==> config.mk <==
export PLATFORM = sky130hd
export DESIGN_NAME = utf8_sanitizing_json_string_escaper_unit
export DESIGN_NICKNAME = d
export VERILOG_FILES = /design/src/rtl/jsesc_pkg.sv /design/src/rtl/utf8_sanitizing_json_string_escaper_unit.sv /design/src/rtl/jsesc_ctrl.sv /design/src/rtl/jsesc_dp.sv
export VERILOG_INCLUDE_DIRS = /design/src /design/src/rtl
export SDC_FILE = /design/constraint.sdc
export NUM_CORES = 1
export LEC_CHECK = 0
export BUFFER_PORTS_ARGS = -buffer_cell sky130_fd_sc_hd__buf_2
export CORE_ASPECT_RATIO = 0.9
export CORE_MARGIN = 3
export CORE_UTILIZATION = 50
export CTS_CLUSTER_DIAMETER = 100
export CTS_CLUSTER_SIZE = 24
export DETAILED_ROUTE_END_ITERATION = 8
export PLACE_DENSITY = 0.66
export SETUP_SLACK_MARGIN = 0.05
export SLEW_MARGIN = 20
export SYNTH_ARGS = -nofsm -noshare
export SYNTH_HDL_FRONTEND = slang
export SYNTH_SLANG_ARGS = --single-unit
==> constraint.sdc <==
create_clock -name clk -period 18.1 [get_ports clk]
set_clock_uncertainty 0.2 [all_clocks]
set_input_delay 0.905 -clock clk [delete_from_list [all_inputs] [get_ports clk]]
set_output_delay 0.905 -clock clk [all_outputs]
set_load 0.01 [all_outputs]
==> src/rtl/assert_macros.svh <==
// ---------------------------------------------------------------------------
// Assertion macros shared by the escaper RTL
// Clocked concurrent checks, disabled while the active-low reset is asserted.
// ---------------------------------------------------------------------------
`ifndef ASSERT_MACROS_SVH
`define ASSERT_MACROS_SVH

// Check that a condition holds at every clock edge out of reset.
`define ASSERT_ALWAYS(lbl, clk, rst_n, prop, msg) \
  lbl: assert property (@(posedge clk) disable iff (!rst_n) (prop)) else $error(msg);

// Check that a consequent holds in the same cycle as its trigger.
`define ASSERT_IMPL(lbl, clk, rst_n, ante, cons, msg) \
  lbl: assert property (@(posedge clk) disable iff (!rst_n) (ante) |-> (cons)) else $error(msg);

// Check that a consequent holds in the cycle after its trigger.
`define ASSERT_NEXT(lbl, clk, rst_n, ante, cons, msg) \
  lbl: assert property (@(posedge clk) disable iff (!rst_n) (ante) |=> (cons)) else $error(msg);

`endif

==> src/rtl/jsesc_pkg.sv <==
// ---------------------------------------------------------------------------
// jsesc_pkg
// Types and constants shared by the JSON string escaper controller and datapath.
// ---------------------------------------------------------------------------
package jsesc_pkg;

  // controller -> datapath commands
  typedef struct packed {
    logic load;   // capture an accepted word behind the held bytes
    logic emit;   // produce one output byte
    logic stash;  // park the unfinished sequence at the window head
  } cmd_t;

  // datapath -> controller status
  typedef struct packed {
    logic hold_now;   // window head is an unfinished sequence
    logic tok_end;    // current byte closes its token
    logic step_last;  // current token is the last one of this word
    logic out_free;   // output register can take a byte this cycle
  } sts_t;

  // token kinds at the window head
  localparam logic [2:0] K_ONE  = 3'd0;  // byte passes as is
  localparam logic [2:0] K_ESC  = 3'd1;  // two-character escape
  localparam logic [2:0] K_HEX  = 3'd2;  // \uXXXX escape
  localparam logic [2:0] K_UTF  = 3'd3;  // valid multi-byte sequence
  localparam logic [2:0] K_HOLD = 3'd4;  // sequence still incomplete

  typedef struct packed {
    logic [2:0]  kind;
    logic [2:0]  tlen;  // output bytes in the token
    logic [2:0]  adv;   // input bytes consumed by the token
    logic [15:0] v;     // escape char or hex value
  } dec_t;

  // characters
  localparam logic [7:0] CH_QUOTE = 8'h22;
  localparam logic [7:0] CH_BSL   = 8'h5C;
  localparam logic [7:0] CH_LF    = 8'h0A;
  localparam logic [7:0] CH_CR    = 8'h0D;
  localparam logic [7:0] CH_TAB   = 8'h09;
  localparam logic [7:0] CH_N     = 8'h6E;
  localparam logic [7:0] CH_R     = 8'h72;
  localparam logic [7:0] CH_T     = 8'h74;
  localparam logic [7:0] CH_U     = 8'h75;
  localparam logic [7:0] CH_DEL   = 8'h7F;
  localparam logic [7:0] CH_SPACE = 8'h20;

  // UTF-8 structure
  localparam logic [7:0] MASK_E0 = 8'hE0;
  localparam logic [7:0] MASK_F0 = 8'hF0;
  localparam logic [7:0] MASK_F8 = 8'hF8;
  localparam logic [7:0] MASK_C0 = 8'hC0;
  localparam logic [7:0] CONT_80 = 8'h80;

  localparam logic [15:0] REPL_CP  = 16'hFFFD;
  localparam logic [20:0] MIN_CP2  = 21'h000080;
  localparam logic [20:0] MIN_CP3  = 21'h000800;
  localparam logic [20:0] MIN_CP4  = 21'h010000;
  localparam logic [20:0] SURR_LO  = 21'h00D800;
  localparam logic [20:0] SURR_HI  = 21'h00DFFF;
  localparam logic [20:0] MAX_CP   = 21'h10FFFF;

endpackage

==> src/rtl/utf8_sanitizing_json_string_escaper_unit.sv <==
// ---------------------------------------------------------------------------
// utf8_sanitizing_json_string_escaper_unit
// Escapes a raw byte string into JSON string text, replacing malformed UTF-8.
// ---------------------------------------------------------------------------
//
//  channel  direction  handshake            payload
//  in       sink       in_valid / in_stall  in_byte, in_final_byte
//  out      source     out_valid/out_stall  out_byte, out_run_last, out_text_end
//
//  Flow: a word is taken while the sequencer is idle, then its results leave
//  one byte per cycle while out_stall allows, 0 to 24 bytes; a word that only
//  extends a held sequence gives none. The byte sequencer in jsesc_ctrl sets this.
//  Reset: synchronous, active low; clears the held count and output valid.
//  Stalls: out_stall holds back byte emission; in_stall is high while a word is
//  expanding, and drops as soon as its last byte sits in the output register.
//
// Each word is appended behind up to three held bytes of an unfinished UTF-8
// sequence. The datapath classifies the token at the head of that window,
// emits it byte by byte, advances, and parks a trailing incomplete sequence
// for the next word. Malformed leads turn into \ufffd and the bytes behind
// them are examined again.
// ---------------------------------------------------------------------------
module utf8_sanitizing_json_string_escaper_unit import jsesc_pkg::*; (
  input  logic       clk,
  input  logic       rst_n,
  input  logic       in_valid,
  output logic       in_stall,
  input  logic [7:0] in_byte,
  input  logic       in_final_byte,
  output logic       out_valid,
  input  logic       out_stall,
  output logic [7:0] out_byte,
  output logic       out_run_last,
  output logic       out_text_end
);

  cmd_t cmd;
  sts_t sts;

  // sequencer: accept, expand, park
  jsesc_ctrl u_ctrl (
    .clk      (clk),
    .rst_n    (rst_n),
    .in_valid (in_valid),
    .in_stall (in_stall),
    .sts      (sts),
    .cmd      (cmd)
  );

  // window, decoder and output register
  jsesc_dp u_dp (
    .clk           (clk),
    .rst_n         (rst_n),
    .cmd           (cmd),
    .sts           (sts),
    .in_byte       (in_byte),
    .in_final_byte (in_final_byte),
    .out_stall     (out_stall),
    .out_valid     (out_valid),
    .out_byte      (out_byte),
    .out_run_last  (out_run_last),
    .out_text_end  (out_text_end)
  );

endmodule

==> src/rtl/jsesc_ctrl.sv <==
// ---------------------------------------------------------------------------
// jsesc_ctrl
// Two-state sequencer: take a word, then drive the datapath until done.
// ---------------------------------------------------------------------------
module jsesc_ctrl import jsesc_pkg::*; (
  input  logic clk,
  input  logic rst_n,
  input  logic in_valid,
  output logic in_stall,
  input  sts_t sts,
  output cmd_t cmd
);

  localparam logic ST_IDLE = 1'b0;
  localparam logic ST_RUN  = 1'b1;

  logic state_r, state_nxt;
  logic done;

  always_comb begin
    cmd       = '0;
    done      = 1'b0;
    state_nxt = state_r;
    case (state_r)
      ST_IDLE: begin
        cmd.load = in_valid;
        if (in_valid) state_nxt = ST_RUN;
      end
      ST_RUN: begin
        cmd.stash = sts.hold_now;
        cmd.emit  = !sts.hold_now && sts.out_free;
        done      = cmd.stash || (cmd.emit && sts.tok_end && sts.step_last);
        if (done) state_nxt = ST_IDLE;
      end
      default: state_nxt = ST_IDLE;
    endcase
  end

  assign in_stall = (state_r != ST_IDLE);

  always_ff @(posedge clk) begin
    if (!rst_n) begin
      state_r <= ST_IDLE;
    end else begin
      state_r <= state_nxt;
    end
  end

endmodule

==> src/rtl/jsesc_dp.sv <==
// ---------------------------------------------------------------------------
// jsesc_dp
// Byte window, token decoder, held-sequence store and output register.
// ---------------------------------------------------------------------------
`include "assert_macros.svh"

module jsesc_dp import jsesc_pkg::*; (
  input  logic       clk,
  input  logic       rst_n,
  input  cmd_t       cmd,
  output sts_t       sts,
  input  logic [7:0] in_byte,
  input  logic       in_final_byte,
  input  logic       out_stall,
  output logic       out_valid,
  output logic [7:0] out_byte,
  output logic       out_run_last,
  output logic       out_text_end
);

  logic [7:0] buf_r [4];
  logic [7:0] held_r [3];
  logic [1:0] held_cnt_r;
  logic [2:0] len_r, pos_r, k_r;
  logic       fin_r;
  logic       out_valid_r, out_last_r, out_end_r;
  logic [7:0] out_byte_r;

  logic [7:0] cur_w [4];
  logic [7:0] nxt_w [4];
  logic [2:0] cur_avail, nxt_avail, pos_adv;
  dec_t       cur_d, nxt_d;
  logic       nxt_hold, step_last, tok_end, out_free;
  logic [7:0] emit_byte;

  function automatic logic [7:0] hexd(input logic [3:0] n);
    if (n < 4'd10) return 8'h30 + {4'h0, n};
    else           return 8'h57 + {4'h0, n};
  endfunction

  // classify the token that starts at w0
  function automatic dec_t decide(input logic [7:0] w0, input logic [7:0] w1,
                                  input logic [7:0] w2, input logic [7:0] w3,
                                  input logic [2:0] avail, input logic fin);
    dec_t        d;
    logic [2:0]  need, upto;
    logic        ok;
    logic [20:0] cp;
    d    = '{kind: K_ONE, tlen: 3'd1, adv: 3'd1, v: {8'h00, w0}};
    need = 3'd0;
    upto = 3'd0;
    ok   = 1'b1;
    cp   = '0;
    if (!w0[7]) begin
      case (w0)
        CH_QUOTE, CH_BSL: begin d.kind = K_ESC; d.tlen = 3'd2; end
        CH_LF:  begin d.kind = K_ESC; d.tlen = 3'd2; d.v = {8'h00, CH_N}; end
        CH_CR:  begin d.kind = K_ESC; d.tlen = 3'd2; d.v = {8'h00, CH_R}; end
        CH_TAB: begin d.kind = K_ESC; d.tlen = 3'd2; d.v = {8'h00, CH_T}; end
        default: begin
          if (w0 < CH_SPACE || w0 == CH_DEL) begin
            d.kind = K_HEX;
            d.tlen = 3'd6;
          end
        end
      endcase
    end else begin
      if ((w0 & MASK_E0) == MASK_C0)      need = 3'd2;
      else if ((w0 & MASK_F0) == MASK_E0) need = 3'd3;
      else if ((w0 & MASK_F8) == MASK_F0) need = 3'd4;
      upto = (avail < need) ? avail : need;
      if (upto > 3'd1 && (w1 & MASK_C0) != CONT_80) ok = 1'b0;
      if (upto > 3'd2 && (w2 & MASK_C0) != CONT_80) ok = 1'b0;
      if (upto > 3'd3 && (w3 & MASK_C0) != CONT_80) ok = 1'b0;
      case (need)
        3'd2: cp = {10'h000, w0[4:0], w1[5:0]};
        3'd3: cp = {5'h00, w0[3:0], w1[5:0], w2[5:0]};
        3'd4: cp = {w0[2:0], w1[5:0], w2[5:0], w3[5:0]};
        default: cp = '0;
      endcase
      if (need == 3'd0) begin
        ok = 1'b0;
      end else if (ok && avail < need && !fin) begin
        d.kind = K_HOLD;
      end else begin
        if (avail < need) ok = 1'b0;
        if (need == 3'd2 && cp < MIN_CP2) ok = 1'b0;
        if (need == 3'd3 && (cp < MIN_CP3 || (cp >= SURR_LO && cp <= SURR_HI))) ok = 1'b0;
        if (need == 3'd4 && (cp < MIN_CP4 || cp > MAX_CP)) ok = 1'b0;
      end
      if (d.kind != K_HOLD) begin
        if (ok) begin
          d.kind = K_UTF;
          d.tlen = need;
          d.adv  = need;
        end else begin
          d.kind = K_HEX;
          d.tlen = 3'd6;
          d.v    = REPL_CP;
        end
      end
    end
    return d;
  endfunction

  // build the byte window at the current position and after this token
  always_comb begin
    logic [2:0] ci, ni;
    cur_avail = len_r - pos_r;
    cur_d = '0;
    for (int j = 0; j < 4; j++) begin
      ci = pos_r + 3'(j);
      cur_w[j] = ci[2] ? 8'h00 : buf_r[ci[1:0]];
    end
    cur_d = decide(cur_w[0], cur_w[1], cur_w[2], cur_w[3], cur_avail, fin_r);
    pos_adv   = pos_r + cur_d.adv;
    nxt_avail = len_r - pos_adv;
    for (int j = 0; j < 4; j++) begin
      ni = pos_adv + 3'(j);
      nxt_w[j] = ni[2] ? 8'h00 : buf_r[ni[1:0]];
    end
  end

  assign nxt_d     = decide(nxt_w[0], nxt_w[1], nxt_w[2], nxt_w[3], nxt_avail, fin_r);
  assign nxt_hold  = (pos_adv < len_r) && (nxt_d.kind == K_HOLD);
  assign step_last = (pos_adv >= len_r) || nxt_hold;
  assign tok_end   = (k_r == cur_d.tlen - 3'd1);
  assign out_free  = !out_valid_r || !out_stall;

  // byte k of the current token
  always_comb begin
    emit_byte = cur_d.v[7:0];
    case (cur_d.kind)
      K_ONE: emit_byte = cur_d.v[7:0];
      K_ESC: emit_byte = (k_r == 3'd0) ? CH_BSL : cur_d.v[7:0];
      K_HEX: begin
        case (k_r)
          3'd0:    emit_byte = CH_BSL;
          3'd1:    emit_byte = CH_U;
          3'd2:    emit_byte = hexd(cur_d.v[15:12]);
          3'd3:    emit_byte = hexd(cur_d.v[11:8]);
          3'd4:    emit_byte = hexd(cur_d.v[7:4]);
          default: emit_byte = hexd(cur_d.v[3:0]);
        endcase
      end
      K_UTF: emit_byte = cur_w[k_r[1:0]];
      default: emit_byte = cur_d.v[7:0];
    endcase
  end

  always_comb begin
    sts.hold_now  = (cur_d.kind == K_HOLD);
    sts.tok_end   = tok_end;
    sts.step_last = step_last;
    sts.out_free  = out_free;
  end

  // control registers
  always_ff @(posedge clk) begin
    if (!rst_n) begin
      held_cnt_r  <= 2'd0;
      len_r       <= 3'd0;
      pos_r       <= 3'd0;
      k_r         <= 3'd0;
      fin_r       <= 1'b0;
      out_valid_r <= 1'b0;
    end else begin
      if (cmd.load) begin
        held_cnt_r <= 2'd0;
        len_r      <= {1'b0, held_cnt_r} + 3'd1;
        pos_r      <= 3'd0;
        k_r        <= 3'd0;
        fin_r      <= in_final_byte;
      end
      if (cmd.stash) held_cnt_r <= cur_avail[1:0];
      if (cmd.emit) begin
        if (tok_end) begin
          pos_r <= pos_adv;
          k_r   <= 3'd0;
          if (nxt_hold) held_cnt_r <= nxt_avail[1:0];
        end else begin
          k_r <= k_r + 3'd1;
        end
      end
      if (cmd.emit)        out_valid_r <= 1'b1;
      else if (!out_stall) out_valid_r <= 1'b0;
    end
  end

  // payload registers
  always_ff @(posedge clk) begin
    if (cmd.load) begin
      for (int j = 0; j < 4; j++) begin
        if (j < 3 && 2'(j) < held_cnt_r) buf_r[j] <= held_r[j % 3];
        else if (3'(j) == {1'b0, held_cnt_r}) buf_r[j] <= in_byte;
      end
    end
    if (cmd.stash) begin
      for (int j = 0; j < 3; j++) held_r[j] <= cur_w[j];
    end else if (cmd.emit && tok_end && nxt_hold) begin
      for (int j = 0; j < 3; j++) held_r[j] <= nxt_w[j];
    end
    if (cmd.emit) begin
      out_byte_r <= emit_byte;
      out_last_r <= tok_end && step_last;
      out_end_r  <= tok_end && step_last && fin_r;
    end
  end

  assign out_valid    = out_valid_r;
  assign out_byte     = out_byte_r;
  assign out_run_last = out_last_r;
  assign out_text_end = out_end_r;

  `ASSERT_IMPL(a_k_in_token, clk, rst_n, cmd.emit, k_r < cur_d.tlen, "token index overran")
  `ASSERT_IMPL(a_pos_in_word, clk, rst_n, cmd.emit, pos_r < len_r, "emit past end of word")
  `ASSERT_NEXT(a_load_clears, clk, rst_n, cmd.load, held_cnt_r == 2'd0, "held count not cleared")
  `ASSERT_IMPL(a_no_fin_hold, clk, rst_n, cmd.stash, !fin_r, "sequence held after final byte")

endmodule

==> metrics.txt, run 1 <==
# TYPE chip_impl_metric gauge
chip_impl_info{name="outcome",value="finished, final reports clean"} 1
chip_impl_info{name="timing_worst_setup_path_type",value="reg2reg"} 1
chip_impl_metric{name="post_synth_and_or_nand_nor_area_fraction",unit=""} 0.172
chip_impl_metric{name="synthMuxAreaShare",unit=""} 0.250
chip_impl_info{name="worst_r2r_endpoint",value="u_dp.held_r[0][2]$_DFFE_PP_"} 1
chip_impl_metric{name="post_cts.resized_instances",unit=""} 0
chip_impl_metric{name="multi_input_comb_area",unit="sq um"} 4890
chip_impl_info{name="cp-end-kind",value="register"} 1
chip_impl_metric{name="dr.pass1.iters",unit=""} 5
chip_impl_metric{name="hold-path-cell-count",unit=""} 2
chip_impl_info{name="hold_class",value="reg2reg"} 1
chip_impl_info{name="hold_path.startpoint",value="u_dp.out_valid$_SDFFE_PN0P_"} 1
chip_impl_metric{name="required_time_of_the_critical_path",unit="ns"} 18.00
chip_impl_metric{name="global_route.usage.met2",unit=""} 0.421
chip_impl_info{name="critical_path.most_common_cell",value="sky130_fd_sc_hd__ha_1"} 1
chip_impl_metric{name="total_setup_violations_reported_at_the_end_of_the_flow",unit=""} 0
chip_impl_metric{name="dp_slack",unit="ns"} 8.35
chip_impl_metric{name="reg2regPathDepth",unit=""} 29
chip_impl_metric{name="ys_seq_elements",unit=""} 80
chip_impl_metric{name="final_max_slew_viol_count",unit=""} 0
chip_impl_metric{name="grt_pass1_vias",unit=""} 6099
chip_impl_metric{name="synth-warning-count",unit=""} 0
chip_impl_info{name="netlist.top_cell.by_area",value="sky130_fd_sc_hd__edfxtp_1"} 1
chip_impl_metric{name="timing.final.crit_period",unit="ns"} 9.94
chip_impl_metric{name="synth_adder_area_share",unit=""} 0.0547
chip_impl_metric{name="final-seq-area",unit="sq um"} 2260
chip_impl_metric{name="grt_start_max_net_pins",unit=""} 50
chip_impl_metric{name="setup.reg_to_reg.worst_slack",unit="ns"} 8.16
chip_impl_info{name="yosysMostFrequentCell",value="sky130_fd_sc_hd__nand2_1"} 1
chip_impl_info{name="grt-busiest-layer",value="met2"} 1
chip_impl_metric{name="first_iter_violations",unit=""} 723
chip_impl_metric{name="synth-async-reset-ratio",unit=""} 0
chip_impl_info{name="rsz0062_at_grt",value="false"} 1
chip_impl_metric{name="route.detailed.vias_per_inst",unit=""} 6.82
chip_impl_metric{name="core_area",unit="sq um"} 14400
chip_impl_metric{name="share_comb_of_total_power",unit=""} 0.380
chip_impl_metric{name="fmax",unit="MHz"} 101
chip_impl_metric{name="yosys.area.top_type_share",unit=""} 0.264
chip_impl_metric{name="grt_use_met1",unit=""} 0.406
chip_impl_metric{name="post_synth_design_cell_area",unit="sq um"} 7500
chip_impl_metric{name="layout.core_utilization",unit=""} 0.561
chip_impl_metric{name="io_buffer_count",unit=""} 24
chip_impl_info{name="synth_top_cells_by_area",value="sky130_fd_sc_hd__edfxtp_1, sky130_fd_sc_hd__mux4_2, sky130_fd_sc_hd__mux2_2"} 1
chip_impl_metric{name="drt_drc_violations_left",unit=""} 0
chip_impl_metric{name="p_seq_frac",unit=""} 0.319
chip_impl_metric{name="cts_hold_repair.buffers",unit=""} 0
chip_impl_metric{name="synth_sequential_area_ratio",unit=""} 0.301
chip_impl_metric{name="leakagePower",unit="nW"} 3.12
chip_impl_metric{name="die_w",unit="um"} 135
chip_impl_info{name="synth_ff_type",value="sky130_fd_sc_hd__edfxtp_1"} 1
chip_impl_info{name="critical-path-slowest-cell",value="sky130_fd_sc_hd__a2111oi_0"} 1
chip_impl_metric{name="global_route_wire_length_before_repair",unit="um"} 35500
chip_impl_metric{name="clock_insertion_delay_worst_skew",unit="ns"} 0.35
chip_impl_metric{name="diodes",unit=""} 0
chip_impl_metric{name="fillerInstances",unit=""} 1270
chip_impl_metric{name="hpwlAfterDp",unit="um"} 16800
chip_impl_metric{name="worst_slew_margin_rel",unit=""} 0.260
chip_impl_metric{name="cell_pwr_density",unit="nW/um^2"} 87.0
chip_impl_metric{name="cts.path.max_buffers",unit=""} 2
chip_impl_metric{name="place.gp.congestion",unit=""} 1.05
chip_impl_metric{name="critical_path_arrival",unit="ns"} 9.84
chip_impl_metric{name="postSynthNetCount",unit=""} 793
chip_impl_info{name="cts_tree",value="yes"} 1
chip_impl_metric{name="syn-instance-count",unit=""} 749
chip_impl_metric{name="grt_usage",unit=""} 0.284
chip_impl_metric{name="avgSynthCellArea",unit="sq um"} 10.0
chip_impl_metric{name="htreeDepth",unit=""} 3
chip_impl_metric{name="layout_worst_path_cycle_share",unit=""} 0.549
chip_impl_metric{name="area_growth",unit="%"} 7.34
chip_impl_metric{name="post_route_cells_drive_above_1_share",unit=""} 0.224
chip_impl_metric{name="globalRouteOverflowTotal",unit=""} 0
chip_impl_info{name="critical_path.startpoint_type",value="register"} 1
chip_impl_metric{name="num-nets-final",unit=""} 793
chip_impl_info{name="synth_top_family_by_area",value="multiplexers"} 1
chip_impl_metric{name="ir_worst_vdd",unit="uV"} 46.1
chip_impl_metric{name="numClockSinks",unit=""} 80
chip_impl_info{name="timing.hold.worst_endpoint",value="u_dp.out_valid$_SDFFE_PN0P_"} 1
chip_impl_metric{name="cellInternalPower",unit="W"} 0.000453
chip_impl_metric{name="critical_path.max_stage_delay",unit="ns"} 0.79
chip_impl_metric{name="postCtsSetupBuffers",unit=""} 0
chip_impl_metric{name="count_of_different_cell_masters_after_synthesis",unit=""} 86
chip_impl_info{name="root_buffer",value="sky130_fd_sc_hd__clkbuf_16"} 1
chip_impl_metric{name="fin_setup_tns",unit="ns"} 0
chip_impl_metric{name="grt_util_met3",unit=""} 0.0754
chip_impl_metric{name="route.vias.total",unit=""} 6463
chip_impl_metric{name="fin_ws",unit="ns"} 8.16
chip_impl_metric{name="count_of_flip_flops_with_a_built_in_enable_after_synthesis",unit=""} 66
chip_impl_metric{name="detail-route-antenna-nets",unit=""} 0
chip_impl_metric{name="floorplan.die_area",unit="sq um"} 16500
chip_impl_metric{name="finalWirelength",unit="um"} 22900
chip_impl_metric{name="clock_power_share",unit=""} 0.301
chip_impl_metric{name="floorplan.rows",unit=""} 41
chip_impl_metric{name="p_sw_frac",unit=""} 0.354
chip_impl_metric{name="cts-buffers-inserted",unit=""} 9
chip_impl_metric{name="worst_hold_slack",unit="ns"} 0.325
chip_impl_metric{name="drv_cap",unit=""} 0
chip_impl_info{name="regToRegStartpoint",value="u_dp.pos_r[0]$_SDFF_PN0_"} 1
chip_impl_metric{name="worstPathMaxFanout",unit=""} 49
chip_impl_metric{name="power.net_switching",unit="W"} 0.000248
chip_impl_metric{name="post_drt_wl_per_cell",unit="um"} 24.2
chip_impl_info{name="ys_top_cells_by_count",value="sky130_fd_sc_hd__nand2_1, sky130_fd_sc_hd__edfxtp_1, sky130_fd_sc_hd__nor2_1"} 1
chip_impl_metric{name="initial_antenna_violation_count",unit=""} 0
chip_impl_metric{name="xor_and_xnor_area_share_after_synthesis",unit=""} 0.0148
chip_impl_metric{name="worst_pin_slew",unit="ns"} 1.10
chip_impl_metric{name="report.final.hold_viol_count",unit=""} 0
chip_impl_metric{name="cts.clk_slew.worst_paths",unit="ns"} 0.06
chip_impl_metric{name="synth_compound_gate_area_share",unit=""} 0.158
chip_impl_metric{name="initial_core_util",unit=""} 0.522
chip_impl_metric{name="num_io_pins",unit=""} 25
chip_impl_metric{name="die_h",unit="um"} 122
cell families (layout without fill, tap and decap cells):
logic type / after synthesis / in the layout
AND/OR/NAND/NOR: 261 / 261
AO/OA/AOI/OAI: 160 / 160
multiplexers: 128 / 128
flip-flops: 80 / 80
buffers and inverters: 78 / 83
adder cells (fa/ha/maj): 31 / 31
XOR/XNOR: 11 / 11
flip-flops by register name, summed over array words and instances, names as in the netlist, 2 cells and up:
name / cells
u_dp.pos_r: 3
u_dp.len_r: 3
u_dp.out_byte: 8
u_dp.held_r: 24
u_dp.k_r: 3
u_dp.buf_r: 32
u_dp.held_cnt_r: 2
power groups by stage:
stage	sequential (W)	clock (W)	combinational [W]
finish	0.000223	0.000211	0.000266
detailed placement	0.000227	0	0.000258
floorplan	0.000224	0	0.000193
global route	0.000224	0.000222	0.000289
CTS	0.000223	0.000215	0.000260
global placement	0.000227	0	0.000259
worst max-delay path, delay by kind of cell (launching register included):
| family | cells | cell delay, ns |
|---|---|---|
| buf+inv | 5 | 1.75 |
| flops | 1 | 0.31 |
| mux | 2 | 0.97 |
| simple gates | 10 | 2.59 |
| xor+xnor | 1 | 0.18 |
| compound gates | 6 | 2.19 |
| fa+ha+maj | 5 | 1.35 |
layout make-up:
cell class                 count  area share
multi-input combinational    591       0.607
sequential                    80       0.281
tap                          193      0.0300
clock buffer                   9      0.0280
timing repair buffer          34      0.0242
inverter                      33      0.0154
clock inverter                 7      0.0148
layer usage:
metal | vias up | wire [um]
met1 | 3137 | 9640
li1 | 2871 | -
met2 | 408 | 10100
met5 | - | 0
met3 | 47 | 2580
met4 | 0 | 575
layout by cell type (no fill, tap or decap), drive strengths merged, types with 14 or more instances in the layout:
cell	synthesis	routed
dfxtp	14	14
mux4	42	42
o21ai	33	33
mux2	47	47
buf	20	34
inv	32	33
edfxtp	66	66
and2	14	14
a31oi	14	14
nand3	20	20
ha	28	28
mux2i	39	39
a21oi	24	24
nor2	56	56
nand2	87	87
nor3	19	19
metrics by stage:
stage / area [sq um] / total power (W) / instances
2_1_floorplan: 7500 / 0.000417 / 749
3_3_place_gp: 7710 / 0.000485 / 931
3_5_place_dp: 7710 / 0.000486 / 931
4_1_cts: 8050 / 0.000698 / 947
5_1_grt: 8050 / 0.000736 / 947
6_report: 8050 / 0.000701 / 947
worst max-delay path by stage:
| stage | from | to | slack (ns) | cells after the start |
|---|---|---|---|---|
| floorplan | u_dp.pos_r[0]$_SDFF_PN0_ | u_dp.held_r[0][0]$_DFFE_PP_ | 7.84 | 28 |
| global placement | u_dp.pos_r[0]$_SDFF_PN0_ | u_dp.held_r[0][2]$_DFFE_PP_ | 8.61 | 29 |
| detailed placement | u_dp.pos_r[0]$_SDFF_PN0_ | u_dp.held_r[0][2]$_DFFE_PP_ | 8.35 | 30 |
| CTS | u_dp.pos_r[0]$_SDFF_PN0_ | u_dp.held_r[0][2]$_DFFE_PP_ | 8.29 | 30 |
| global route | u_dp.pos_r[0]$_SDFF_PN0_ | u_dp.held_r[0][2]$_DFFE_PP_ | 7.56 | 29 |
| finish | u_dp.pos_r[0]$_SDFF_PN0_ | u_dp.held_r[0][2]$_DFFE_PP_ | 8.16 | 29 |
No activity file was read; power rests on OpenSTA's default activity.
==> inputs of run 2 (changes only) <==
clock period = 10.3 ns   (was 18.1 ns; I/O delays follow)
==> run 2 against run 1 <==
Cell count up 0.84%. Power up 75%. Fmax up 7.1%. Count of clock-buffer cells in the layout up 1. Combinational power up 80%. Highest routed layer unchanged.
==> metrics.txt, run 2 (synthesis results as in run 1) <==
# TYPE chip_impl_metric gauge
chip_impl_metric{name="layout.core_utilization",unit=""} 0.564
chip_impl_metric{name="cell_pwr_density",unit="nW/um^2"} 151
chip_impl_metric{name="first_iter_violations",unit=""} 829
chip_impl_metric{name="worstPathMaxFanout",unit=""} 26
chip_impl_metric{name="die_h",unit="um"} 122
chip_impl_metric{name="initial_antenna_violation_count",unit=""} 0
chip_impl_info{name="regToRegStartpoint",value="u_dp.pos_r[0]$_SDFF_PN0_"} 1
chip_impl_metric{name="drt_drc_violations_left",unit=""} 0
chip_impl_metric{name="grt_start_max_net_pins",unit=""} 28
chip_impl_metric{name="cts.path.max_buffers",unit=""} 2
chip_impl_metric{name="leakagePower",unit="nW"} 3.17
chip_impl_metric{name="critical_path.max_stage_delay",unit="ns"} 0.59
chip_impl_metric{name="cellInternalPower",unit="W"} 0.000776
chip_impl_metric{name="num-nets-final",unit=""} 801
chip_impl_metric{name="final_max_slew_viol_count",unit=""} 0
chip_impl_info{name="outcome",value="finished, final reports clean"} 1
chip_impl_metric{name="num_io_pins",unit=""} 25
chip_impl_metric{name="worst_hold_slack",unit="ns"} 0.182
chip_impl_info{name="cts_tree",value="yes"} 1
chip_impl_metric{name="ir_worst_vdd",unit="uV"} 85.3
chip_impl_metric{name="setup.reg_to_reg.worst_slack",unit="ns"} 1.02
chip_impl_info{name="cp-end-kind",value="register"} 1
chip_impl_info{name="hold_class",value="in2reg"} 1
chip_impl_metric{name="timing.final.crit_period",unit="ns"} 9.28
chip_impl_metric{name="detail-route-antenna-nets",unit=""} 0
chip_impl_metric{name="post_route_cells_drive_above_1_share",unit=""} 0.232
chip_impl_metric{name="fmax",unit="MHz"} 108
chip_impl_info{name="rsz0062_at_grt",value="false"} 1
chip_impl_metric{name="route.vias.total",unit=""} 6587
chip_impl_metric{name="total_setup_violations_reported_at_the_end_of_the_flow",unit=""} 0
chip_impl_info{name="worst_r2r_endpoint",value="u_dp.held_r[0][2]$_DFFE_PP_"} 1
chip_impl_metric{name="p_sw_frac",unit=""} 0.365
chip_impl_info{name="critical_path.startpoint_type",value="register"} 1
chip_impl_metric{name="global_route_wire_length_before_repair",unit="um"} 37700
chip_impl_metric{name="hold-path-cell-count",unit=""} 1
chip_impl_metric{name="cts_hold_repair.buffers",unit=""} 0
chip_impl_info{name="critical-path-slowest-cell",value="sky130_fd_sc_hd__mux4_2"} 1
chip_impl_metric{name="worst_pin_slew",unit="ns"} 1.04
chip_impl_info{name="root_buffer",value="sky130_fd_sc_hd__clkbuf_16"} 1
chip_impl_metric{name="p_seq_frac",unit=""} 0.323
chip_impl_metric{name="dr.pass1.iters",unit=""} 7
chip_impl_metric{name="power.net_switching",unit="W"} 0.000447
chip_impl_metric{name="htreeDepth",unit=""} 3
chip_impl_info{name="timing_worst_setup_path_type",value="reg2reg"} 1
chip_impl_metric{name="fin_setup_tns",unit="ns"} 0
chip_impl_metric{name="final_cell_count_no_fill",unit=""} 955
chip_impl_metric{name="core_area",unit="sq um"} 14400
chip_impl_info{name="crit_end",value="u_dp.held_r[0][2]$_DFFE_PP_"} 1
chip_impl_metric{name="clock_insertion_delay_worst_skew",unit="ns"} 0.35
chip_impl_metric{name="numClockSinks",unit=""} 80
chip_impl_metric{name="die_w",unit="um"} 135
chip_impl_metric{name="diodes",unit=""} 0
chip_impl_metric{name="route.detailed.vias_per_inst",unit=""} 6.90
chip_impl_metric{name="report.final.hold_viol_count",unit=""} 0
chip_impl_metric{name="required_time_of_the_critical_path",unit="ns"} 10.20
chip_impl_info{name="regMostFlops",value="u_dp.buf_r"} 1
chip_impl_metric{name="post_cts.resized_instances",unit=""} 0
chip_impl_metric{name="grt_usage",unit=""} 0.305
chip_impl_metric{name="grt_pass1_vias",unit=""} 6297
chip_impl_info{name="mostFrequentLayoutCell",value="sky130_fd_sc_hd__nand2_1"} 1
chip_impl_metric{name="globalRouteOverflowTotal",unit=""} 0
chip_impl_metric{name="largest_register_ff_count",unit=""} 32
chip_impl_metric{name="clock_power_share",unit=""} 0.285
chip_impl_metric{name="worst_slew_margin_rel",unit=""} 0.302
chip_impl_metric{name="initial_core_util",unit=""} 0.522
chip_impl_metric{name="share_comb_of_total_power",unit=""} 0.391
chip_impl_metric{name="drv_cap",unit=""} 0
chip_impl_metric{name="post_drt_wl_per_cell",unit="um"} 25.7
chip_impl_info{name="crit_path_start",value="u_dp.pos_r[0]$_SDFF_PN0_"} 1
chip_impl_metric{name="postCtsSetupBuffers",unit=""} 0
chip_impl_metric{name="layout_worst_path_cycle_share",unit=""} 0.901
chip_impl_metric{name="place.detailed.instances",unit=""} 939
chip_impl_metric{name="cts.clk_slew.worst_paths",unit="ns"} 0.07
chip_impl_metric{name="floorplan.die_area",unit="sq um"} 16500
chip_impl_metric{name="floorplan.rows",unit=""} 41
chip_impl_metric{name="critical_path_arrival",unit="ns"} 9.18
chip_impl_metric{name="cts-buffers-inserted",unit=""} 9
chip_impl_metric{name="place.gp.congestion",unit=""} 0.989
chip_impl_metric{name="fillerInstances",unit=""} 1295
chip_impl_info{name="critical_path.most_common_cell",value="sky130_fd_sc_hd__ha_1"} 1
chip_impl_metric{name="io_buffer_count",unit=""} 24
chip_impl_metric{name="hpwlAfterDp",unit="um"} 18300
chip_impl_metric{name="reg2regPathDepth",unit=""} 29
chip_impl_metric{name="finalWirelength",unit="um"} 24500
chip_impl_info{name="most-common-layout-cells",value="sky130_fd_sc_hd__nand2_1, sky130_fd_sc_hd__edfxtp_1, sky130_fd_sc_hd__nor2_1"} 1
chip_impl_metric{name="area_growth",unit="%"} 8.02
[run 2: worst min-delay path by stage]
stage | start | to | slack, ns
floorplan | u_dp.fin_r$_SDFFE_PN0P_ | u_dp.fin_r$_SDFFE_PN0P_ | 0.27
global placement | u_dp.out_valid$_SDFFE_PN0P_ | u_dp.out_valid$_SDFFE_PN0P_ | 0.32
detailed placement | u_dp.out_valid$_SDFFE_PN0P_ | u_dp.out_valid$_SDFFE_PN0P_ | 0.32
CTS | in_byte[2] | u_dp.buf_r[3][2]$_DFFE_PP_ | 0.18
global route | in_byte[5] | u_dp.buf_r[3][5]$_DFFE_PP_ | 0.19
finish | in_byte[5] | u_dp.buf_r[3][5]$_DFFE_PP_ | 0.18
[run 2: final cells by class]
class | count | area, sq um | share of cell area
sequential | 80 | 2260 | 0.279
timing repair buffer | 42 | 255 | 0.0315
tap | 193 | 241 | 0.0298
clock inverter | 6 | 92.6 | 0.0114
clock buffer | 10 | 229 | 0.0282
multi-input combinational | 591 | 4900 | 0.605
inverter | 33 | 124 | 0.0153
[run 2: through the flow]
step / worst slack (ns) / total power, W / instance area [sq um]
after floorplan: 1.16 / 0.000734 / 7510
after global placement: 1.41 / 0.000865 / 7780
after detailed placement: 1.18 / 0.000868 / 7780
after CTS: 1.17 / 0.00122 / 8100
after global routing: 0.385 / 0.00128 / 8110
final: 1.02 / 0.00122 / 8110
[run 2: critical path, delay by kind of cell, from the launching register on]
family	cells	cell delay [ns]
AO/OA/AOI/OAI	6	1.62
AND/OR/NAND/NOR	13	3.29
flip-flops	1	0.58
buffers and inverters	2	0.65
multiplexers	2	0.95
XOR/XNOR	1	0.19
adder cells (fa/ha/maj)	5	1.52
[run 2: per-layer routing]
metal | GRT usage | up-vias | part of all wire
met5 | 0 | - | 0
met4 | 0.110 | 0 | 0.033
met3 | 0.0676 | 61 | 0.091
met2 | 0.457 | 368 | 0.44
met1 | 0.438 | 3273 | 0.43
li1 | - | 2885 | -
[run 2: power groups by stage]
stage	Sequential (W)	Clock (W)	Combinational, W
after floorplan	0.000394	0	0.000340
after global placement	0.000400	0	0.000464
after detailed placement	0.000401	0	0.000467
after CTS	0.000395	0.000354	0.000470
after global routing	0.000397	0.000368	0.000519
final	0.000396	0.000349	0.000479
